$ cat config.mk
export PLATFORM = sky130hd
export DESIGN_NAME = wav_header_and_sample_parser
export DESIGN_NICKNAME = d
export VERILOG_FILES = /design/src/rtl/core/wavp_pkg.sv /design/src/rtl/core/wavp_parse.sv /design/src/rtl/core/wavp_out_fifo.sv /design/src/rtl/core/wav_header_and_sample_parser.sv
export VERILOG_INCLUDE_DIRS = /design/src /design/src/rtl/core
export SDC_FILE = /design/constraint.sdc
export NUM_CORES = 1
export LEC_CHECK = 0
export BUFFER_PORTS_ARGS = -buffer_cell sky130_fd_sc_hd__clkbuf_2
export CORE_MARGIN = 1
export CORE_UTILIZATION = 25
export CTS_CLUSTER_SIZE = 25
export DETAILED_ROUTE_END_ITERATION = 8
export SYNTH_ARGS = -nofsm -noshare
export SYNTH_HDL_FRONTEND = slang
export SYNTH_SLANG_ARGS = --single-unit
export TNS_END_PERCENT = 20
$ cat constraint.sdc
create_clock -name clk -period 9.5 [get_ports clk]
set_clock_uncertainty 0.2 [all_clocks]
set_input_delay 1.9 -clock clk [delete_from_list [all_inputs] [get_ports clk]]
set_output_delay 1.9 -clock clk [all_outputs]
set_load 0.05 [all_outputs]
$ cat src/rtl/core/wav_header_and_sample_parser_assert.svh
// Assertion helpers shared by the parser blocks.
`ifndef WAV_HEADER_AND_SAMPLE_PARSER_ASSERT_SVH
`define WAV_HEADER_AND_SAMPLE_PARSER_ASSERT_SVH

// Condition must hold on every clock edge outside reset.
`define WAVP_ASSERT_ALWAYS(label, clk, rst_n, cond, msg) \
    label: assert property (@(posedge clk) disable iff (!rst_n) (cond)) else $error(msg);

// Antecedent in one cycle implies the consequent in the next.
`define WAVP_ASSERT_NEXT(label, clk, rst_n, ante, cons, msg) \
    label: assert property (@(posedge clk) disable iff (!rst_n) (ante) |=> (cons)) \
        else $error(msg);

`endif

$ cat src/rtl/core/wavp_pkg.sv
`timescale 1ns / 1ps

package wavp_pkg;

    typedef enum logic [1:0] {
        PH_HEADER  = 2'd0,
        PH_SAMPLES = 2'd1,
        PH_IDLE    = 2'd2
    } phase_t;

    typedef enum logic [1:0] {
        KIND_HEADER = 2'd0,
        KIND_SAMPLE = 2'd1,
        KIND_ERROR  = 2'd2
    } kind_t;

    localparam logic [5:0] OFF_FORMAT_HI = 6'd21;
    localparam logic [5:0] OFF_CHAN_HI   = 6'd23;
    localparam logic [5:0] OFF_RATE_HI   = 6'd27;
    localparam logic [5:0] OFF_BITS_HI   = 6'd35;
    localparam logic [5:0] OFF_HDR_LAST  = 6'd43;

    localparam logic [31:0] TAG_RIFF = "RIFF";
    localparam logic [31:0] TAG_WAVE = "WAVE";
    localparam logic [31:0] TAG_FMT  = "fmt ";
    localparam logic [31:0] TAG_DATA = "data";

    typedef struct packed {
        logic       check;
        logic [7:0] value;
    } tag_byte_t;

    typedef struct packed {
        kind_t              kind;
        logic [15:0]        audio_format;
        logic [15:0]        channel_count;
        logic [31:0]        sample_rate;
        logic [15:0]        bits_per_sample;
        logic [30:0]        sample_total;
        logic signed [15:0] sample_value;
        logic [30:0]        sample_index;
        logic               last_flag;
        logic [5:0]         error_position;
    } result_t;

    // Tags start on 4-byte boundaries, so the low two offset bits pick the char.
    function automatic logic [7:0] tag_char(input logic [31:0] tag, input logic [1:0] pos);
        logic [7:0] c;
        case (pos)
            2'd0:    c = tag[31:24];
            2'd1:    c = tag[23:16];
            2'd2:    c = tag[15:8];
            default: c = tag[7:0];
        endcase
        return c;
    endfunction

    function automatic tag_byte_t tag_lookup(input logic [5:0] off);
        tag_byte_t t;
        t.check = 1'b1;
        case (off) inside
            [6'd0:6'd3]:   t.value = tag_char(TAG_RIFF, off[1:0]);
            [6'd8:6'd11]:  t.value = tag_char(TAG_WAVE, off[1:0]);
            [6'd12:6'd15]: t.value = tag_char(TAG_FMT, off[1:0]);
            [6'd36:6'd39]: t.value = tag_char(TAG_DATA, off[1:0]);
            default:
            begin
                t.check = 1'b0;
                t.value = 8'd0;
            end
        endcase
        return t;
    endfunction

endpackage

$ cat src/rtl/core/wavp_parse.sv
`timescale 1ns / 1ps

`include "wav_header_and_sample_parser_assert.svh"

module wavp_parse
    import wavp_pkg::*;
(
    input  logic       clk,
    input  logic       rst_n,
    input  logic       accept,
    input  logic [7:0] data_byte,
    input  logic       file_start,
    output logic       res_valid,
    output result_t    res
);

    phase_t      phase_reg,    phase_next;
    logic [5:0]  offset_reg,   offset_next;
    logic [31:0] shift_reg,    shift_next;
    logic [7:0]  low_reg,      low_next;
    logic        parity_reg,   parity_next;
    logic [30:0] total_reg,    total_next;
    logic [30:0] done_reg,     done_next;
    logic [15:0] format_reg,   format_next;
    logic [15:0] chan_reg,     chan_next;
    logic [31:0] rate_reg,     rate_next;
    logic [15:0] bits_reg,     bits_next;

    tag_byte_t   tag;
    logic [31:0] shifted;
    logic [30:0] done_inc;

    always_comb
    begin
        // file_start restarts the parser before this byte is handled
        phase_next  = file_start ? PH_HEADER : phase_reg;
        offset_next = file_start ? 6'd0  : offset_reg;
        shift_next  = file_start ? 32'd0 : shift_reg;
        low_next    = file_start ? 8'd0  : low_reg;
        parity_next = file_start ? 1'b0  : parity_reg;
        total_next  = file_start ? 31'd0 : total_reg;
        done_next   = file_start ? 31'd0 : done_reg;
        format_next = file_start ? 16'd0 : format_reg;
        chan_next   = file_start ? 16'd0 : chan_reg;
        rate_next   = file_start ? 32'd0 : rate_reg;
        bits_next   = file_start ? 16'd0 : bits_reg;

        res       = '0;
        res_valid = 1'b0;
        tag       = tag_lookup(offset_next);
        shifted   = {data_byte, shift_next[31:8]};
        done_inc  = done_next + 31'd1;

        unique case (phase_next)
            PH_HEADER:
            begin
                if (tag.check && (data_byte != tag.value))
                begin
                    phase_next         = PH_IDLE;
                    res_valid          = 1'b1;
                    res.kind           = KIND_ERROR;
                    res.error_position = offset_next;
                end
                else
                begin
                    shift_next = shifted;
                    if (offset_next == OFF_FORMAT_HI)
                        format_next = shifted[31:16];
                    if (offset_next == OFF_CHAN_HI)
                        chan_next = shifted[31:16];
                    if (offset_next == OFF_RATE_HI)
                        rate_next = shifted;
                    if (offset_next == OFF_BITS_HI)
                        bits_next = shifted[31:16];
                    if (offset_next == OFF_HDR_LAST)
                    begin
                        total_next          = shifted[31:1];
                        done_next           = 31'd0;
                        parity_next         = 1'b0;
                        phase_next          = (shifted[31:1] == 31'd0) ? PH_IDLE : PH_SAMPLES;
                        res_valid           = 1'b1;
                        res.kind            = KIND_HEADER;
                        res.audio_format    = format_next;
                        res.channel_count   = chan_next;
                        res.sample_rate     = rate_next;
                        res.bits_per_sample = bits_next;
                        res.sample_total    = shifted[31:1];
                        res.last_flag       = (shifted[31:1] == 31'd0);
                    end
                    else
                    begin
                        offset_next = offset_next + 6'd1;
                    end
                end
            end
            PH_SAMPLES:
            begin
                if (!parity_next)
                begin
                    low_next    = data_byte;
                    parity_next = 1'b1;
                end
                else
                begin
                    parity_next      = 1'b0;
                    res_valid        = 1'b1;
                    res.kind         = KIND_SAMPLE;
                    res.sample_value = signed'({data_byte, low_next});
                    res.sample_index = done_next;
                    done_next        = done_inc;
                    if (done_inc >= total_next)
                    begin
                        res.last_flag = 1'b1;
                        phase_next    = PH_IDLE;
                    end
                end
            end
            default:
            begin
                // idle or unused code: bytes are dropped until file_start
            end
        endcase
    end

    always_ff @(posedge clk or negedge rst_n)
    begin
        if (!rst_n)
        begin
            phase_reg  <= PH_HEADER;
            offset_reg <= 6'd0;
            shift_reg  <= 32'd0;
            low_reg    <= 8'd0;
            parity_reg <= 1'b0;
            total_reg  <= 31'd0;
            done_reg   <= 31'd0;
            format_reg <= 16'd0;
            chan_reg   <= 16'd0;
            rate_reg   <= 32'd0;
            bits_reg   <= 16'd0;
        end
        else if (accept)
        begin
            phase_reg  <= phase_next;
            offset_reg <= offset_next;
            shift_reg  <= shift_next;
            low_reg    <= low_next;
            parity_reg <= parity_next;
            total_reg  <= total_next;
            done_reg   <= done_next;
            format_reg <= format_next;
            chan_reg   <= chan_next;
            rate_reg   <= rate_next;
            bits_reg   <= bits_next;
        end
    end

    `WAVP_ASSERT_ALWAYS(a_samples_nonzero, clk, rst_n, (phase_reg != PH_SAMPLES) || (total_reg != 31'd0), "sample phase with zero sample total")
    `WAVP_ASSERT_ALWAYS(a_done_below_total, clk, rst_n, (phase_reg != PH_SAMPLES) || (done_reg < total_reg), "sample count ran past total")
    `WAVP_ASSERT_ALWAYS(a_offset_in_header, clk, rst_n, (phase_reg != PH_HEADER) || (offset_reg <= OFF_HDR_LAST), "header offset beyond header")

endmodule

$ cat src/rtl/core/wavp_out_fifo.sv
`timescale 1ns / 1ps

`include "wav_header_and_sample_parser_assert.svh"

module wavp_out_fifo
    import wavp_pkg::*;
(
    input  logic    clk,
    input  logic    rst_n,
    input  logic    push,
    input  result_t push_data,
    input  logic    pop,
    output logic    full,
    output logic    out_valid,
    output result_t out_data
);

    result_t    slot_reg [2];
    logic       wr_ptr_reg, wr_ptr_next;
    logic       rd_ptr_reg, rd_ptr_next;
    logic [1:0] count_reg,  count_next;

    always_comb
    begin
        wr_ptr_next = wr_ptr_reg ^ push;
        rd_ptr_next = rd_ptr_reg ^ pop;
        count_next  = count_reg;
        if (push && !pop)
            count_next = count_reg + 2'd1;
        else if (pop && !push)
            count_next = count_reg - 2'd1;
    end

    always_ff @(posedge clk or negedge rst_n)
    begin
        if (!rst_n)
        begin
            wr_ptr_reg <= 1'b0;
            rd_ptr_reg <= 1'b0;
            count_reg  <= 2'd0;
        end
        else
        begin
            wr_ptr_reg <= wr_ptr_next;
            rd_ptr_reg <= rd_ptr_next;
            count_reg  <= count_next;
        end
    end

    always_ff @(posedge clk)
    begin
        if (push)
            slot_reg[wr_ptr_reg] <= push_data;
    end

    assign full      = (count_reg == 2'd2);
    assign out_valid = (count_reg != 2'd0);
    assign out_data  = slot_reg[rd_ptr_reg];

    `WAVP_ASSERT_ALWAYS(a_count_range, clk, rst_n, count_reg != 2'd3, "result queue count out of range")
    `WAVP_ASSERT_ALWAYS(a_no_overflow, clk, rst_n, !(push && full), "push into full result queue")
    `WAVP_ASSERT_NEXT(a_fill, clk, rst_n, push && !pop && (count_reg == 2'd1), full, "queue did not fill")

endmodule

$ cat src/rtl/core/wav_header_and_sample_parser.sv
// Channel   Handshake                  Payload
// byte      byte_valid / byte_stall    data_byte, file_start
// result    result_valid / result_stall result_kind .. error_position
//
// One byte is taken per cycle while byte_stall is low; its result is registered.
// Header checks and sample assembly are one combinational pass into a
// two-entry result queue, which keeps the input moving while a result waits.
// byte_stall rises only when both queue entries are held by result_stall.
// rst_n (async, active low) returns the parser to header offset 0.
`timescale 1ns / 1ps

module wav_header_and_sample_parser
    import wavp_pkg::*;
(
    input  logic               clk,
    input  logic               rst_n,
    input  logic               byte_valid,
    output logic               byte_stall,
    input  logic [7:0]         data_byte,
    input  logic               file_start,
    output logic               result_valid,
    input  logic               result_stall,
    output logic [1:0]         result_kind,
    output logic [15:0]        audio_format,
    output logic [15:0]        channel_count,
    output logic [31:0]        sample_rate,
    output logic [15:0]        bits_per_sample,
    output logic [30:0]        sample_total,
    output logic signed [15:0] sample_value,
    output logic [30:0]        sample_index,
    output logic               last_flag,
    output logic [5:0]         error_position
);

    logic    accept;
    logic    res_valid;
    result_t res;
    result_t out_data;
    logic    full;

    assign byte_stall = full;
    assign accept     = byte_valid && !full;

    wavp_parse u_parse (
        .clk        (clk),
        .rst_n      (rst_n),
        .accept     (accept),
        .data_byte  (data_byte),
        .file_start (file_start),
        .res_valid  (res_valid),
        .res        (res)
    );

    wavp_out_fifo u_out_fifo (
        .clk       (clk),
        .rst_n     (rst_n),
        .push      (accept && res_valid),
        .push_data (res),
        .pop       (result_valid && !result_stall),
        .full      (full),
        .out_valid (result_valid),
        .out_data  (out_data)
    );

    assign result_kind     = out_data.kind;
    assign audio_format    = out_data.audio_format;
    assign channel_count   = out_data.channel_count;
    assign sample_rate     = out_data.sample_rate;
    assign bits_per_sample = out_data.bits_per_sample;
    assign sample_total    = out_data.sample_total;
    assign sample_value    = out_data.sample_value;
    assign sample_index    = out_data.sample_index;
    assign last_flag       = out_data.last_flag;
    assign error_position  = out_data.error_position;

endmodule
==> results.yml <==
power_and_ir_drop:
  netSwitchingFraction_pct: 39.3
  switching_power_uw: 2890
  clockPowerShare_pct: 28.7
  p_seq_share_pct: 37.4
  pwr-share-comb_pct: 33.9
  p_leak_uw: 0.0103
  powerDensity_nw_per_um2: 268
  vdd_ir_drop_max_mv: 0.154
  p_int_uw: 4460
run_status:
  outcome: "complete, no violations"
setup_path:
  critPathKind: "in2reg"
  rrSetupSlack_ns: 4.37
  cp_max_fo: 45
  end_kind: "flip-flop"
  cp_common_cell: "nand2_1"
  worstPathArrival_ns: 6.71
  cpPeakStageDelay_ns: 0.63
  required_ns: 9.54
  crit_slowest_cell: "ha_4"
  crit_chain: "clkbuf_2, inv_2, nand2_1, inv_1, ha_1, and2b_1, o22ai_1, o2111ai_1, o211ai_1, xor2_1, o31a_1, nand2_1, a31oi_1, ha_4, buf_4"
  start_kind: "input port"
clock_network:
  clock_path_buffers: 3
  root_buffer: "clkbuf_16"
  htree_levels: 2
  insertion_delay_ns: 0.64
  post_cts_resized: 0
  hold_buffers: 0
  cts_sinks: 521
  cts.clk_slew.worst_paths_ns: 0.06
  cts_tree: "yes"
  cts_inserted_buffers: 55
  post_cts_buffers: 0
logic_synthesis:
  ys_warn_count: 0
  synth_flop_cell: "edfxtp_1"
  synth.ff_latch_count: 521
  synth_area_um2: 23500
  post_synth.cell_area_avg_um2: 12.2
  synth_cells: 1918
  synth_edf_count: 334
  yosysSeqAreaShare_pct: 62.7
  yosysUniqueCellTypes: 71
  async_flop_share_pct: 35.9
timing:
  rsz0062_at_grt: "false"
  drv_slew: 0
  hold_violations: 0
  max_slew_margin_pct: 16.7
  finalSetupViolations: 0
  max_freq_ghz: 0.150
  post-route-period-util_pct: 70.2
  tns_ns: 0
  worst_pin_slew_ns: 1.24
  hold_ws_ns: 0.288
  min_period_ns: 6.67
run:
  drv_cap: 0
route:
  viasPerCell: 4.71
  ant_nets: 0
  drc: 0
  drt_iter0_drc: 1271
  wire_per_inst_um: 20.0
  routed_wl_mm: 66.9
  drt_pre_antenna_iters: 6
  vias: 15700
placed_design:
  dpl.hpwl_mm: 44.1
  gp_congestion: 0.899
  io_buffers: 181
  place_area_um2: 25700
grt:
  track_usage_pct: 13.8
  grt_pass1_wl_mm: 99.1
  grt_overflow: 0
  antenna_found_initial: 1
  grt_max_degree: 90
  grt_pass1_vias: 15200
cells_and_area:
  num-fill-cells: 9389
  area_delta_synth_final_pct: 17.0
  largest_reg_flops: 334
  insertedDiodeCount: 0
  fin_area_um2: 27500
  multi_input_area_um2: 8220
  regArea_um2: 14700
  final_net_count: 2106
  layout-drive-gt1-share_pct: 23.0
floorplanning:
  die_x_um: 308
  die_h_um: 308
  start_util_pct: 25.4
  core_area_um2: 92400
  die_area_um2: 95100
  ioPinCount: 182
  num_rows: 111
worst_hold_path:
  hold_class: "reg2reg"
kinds of logic after synthesis:
logic type	count (synthesis)	share of synthesized area, %
xor gates and xnor gates	35	1.31
other	1	0.0160
buffers and inverters	149	2.50
muxes	167	8.02
adders and majority gates	43	2.29
AOI/OAI and AO/OA	373	10.5
DFF	521	62.7
and+or+nand+nor	629	12.6
metal layers:
layer	wire length [µm]	part of all wire, %	vias up	GRT usage [%]
met5	0	0	-	0
met1	28100	42	7929	18.0
met2	33500	50	442	23.6
li1	-	-	7278	-
met4	1050	1.6	0	3.03
met3	4190	6.3	69	2.54
critical path, delay by kind of cell:
kind            cells  cell delay [ns]
compound gates      5             1.39
xor+xnor            1             0.30
fa+ha+maj           2             0.98
buf+inv             4             1.38
simple gates        3             0.66
per-stage QoR:
stage	utilization, %	std cells	worst slack, ns	power [µW]
after global placement	27.8	3236	2.39	5370
final	29.7	3340	2.83	7350
after detailed placement	27.8	3236	2.20	5370
after global routing	29.7	3340	2.48	7650
after floorplan	-	1919	0.729	4670
after CTS	29.7	3340	2.85	7490
synthesized netlist by cell type, drive strengths merged, types with 3 or more instances:
| cell | instances | area share (%) |
|---|---|---|
| a21oi | 118 | 2.5 |
| inv | 16 | 0.26 |
| a22o | 102 | 3.8 |
| a32oi | 3 | 0.11 |
| a2111oi | 3 | 0.11 |
| a32o | 4 | 0.17 |
| nor3 | 13 | 0.30 |
| and3 | 60 | 1.6 |
| dfrtp | 187 | 20 |
| edfxtp | 334 | 43 |
| nor3b | 3 | 0.12 |
| and2 | 38 | 1.0 |
| o22ai | 3 | 0.080 |
| o21a | 5 | 0.16 |
| nor2b | 23 | 0.61 |
| o31ai | 8 | 0.31 |
| nand3 | 52 | 1.1 |
| nand2 | 306 | 4.9 |
| nand2b | 11 | 0.29 |
| clkbuf | 113 | 1.8 |
| mux2 | 167 | 8.0 |
| o21ai | 92 | 2.0 |
| a31oi | 10 | 0.33 |
| nand4 | 16 | 0.43 |
| xor2 | 13 | 0.49 |
| nor2 | 77 | 1.2 |
| ha | 43 | 2.3 |
| and4 | 3 | 0.11 |
| nor4 | 12 | 0.35 |
| buf | 20 | 0.43 |
| or3 | 3 | 0.080 |
| xnor2 | 22 | 0.82 |
| a21o | 5 | 0.16 |
area by class of cell:
type | count | area share, %
clock inverter | 26 | 0.802
clock buffer | 78 | 5.66
multi-input combinational | 1249 | 29.9
sequential | 521 | 53.6
tap | 1243 | 5.67
timing repair buffer | 207 | 4.13
inverter | 16 | 0.219
power by group through the flow:
stage | registers, µW | clock network (µW) | logic (µW)
4_1_cts | 2750 | 2160 | 2590
3_3_place_gp | 2790 | 0 | 2580
3_5_place_dp | 2790 | 0 | 2580
5_1_grt | 2770 | 2240 | 2640
2_1_floorplan | 2780 | 0 | 1900
6_report | 2750 | 2110 | 2490
path summary, 6_finish.rpt:
path	start	endpoint	cells after the start
worst max-delay path	file_start	u_out_fifo.slot_reg[0][66]$_DFFE_PP_	15
worst min-delay path	u_out_fifo.count_reg[1]$_DFFE_PN0P_	u_out_fifo.count_reg[1]$_DFFE_PN0P_	1
worst max register to register	u_parse.offset_reg[0]$_DFFE_PN0P_	u_out_fifo.slot_reg[0][66]$_DFFE_PP_	13
worst min register to register	u_out_fifo.count_reg[1]$_DFFE_PN0P_	u_out_fifo.count_reg[1]$_DFFE_PN0P_	1
max in group asynchronous	rst_n	u_parse.bits_reg[1]$_DFFE_PN0P_	2
min in group asynchronous	rst_n	u_parse.chan_reg[5]$_DFFE_PN0P_	1
placed cells by master, fill, tap and decap left out, types with 51 or more instances in the layout:
cell       Yosys  layout
mux2_2       167     167
nor2_1        77      73
o21ai_0       85      84
clkbuf_16      0      55
clkbuf_2       0     180
and3_1        60      60
a22o_1       102     102
nand3_1       51      51
dfrtp_1      187     186
edfxtp_1     334     334
a21oi_1      118     118
nand2_1      306     305
No activity file was read; power rests on OpenSTA's default activity.
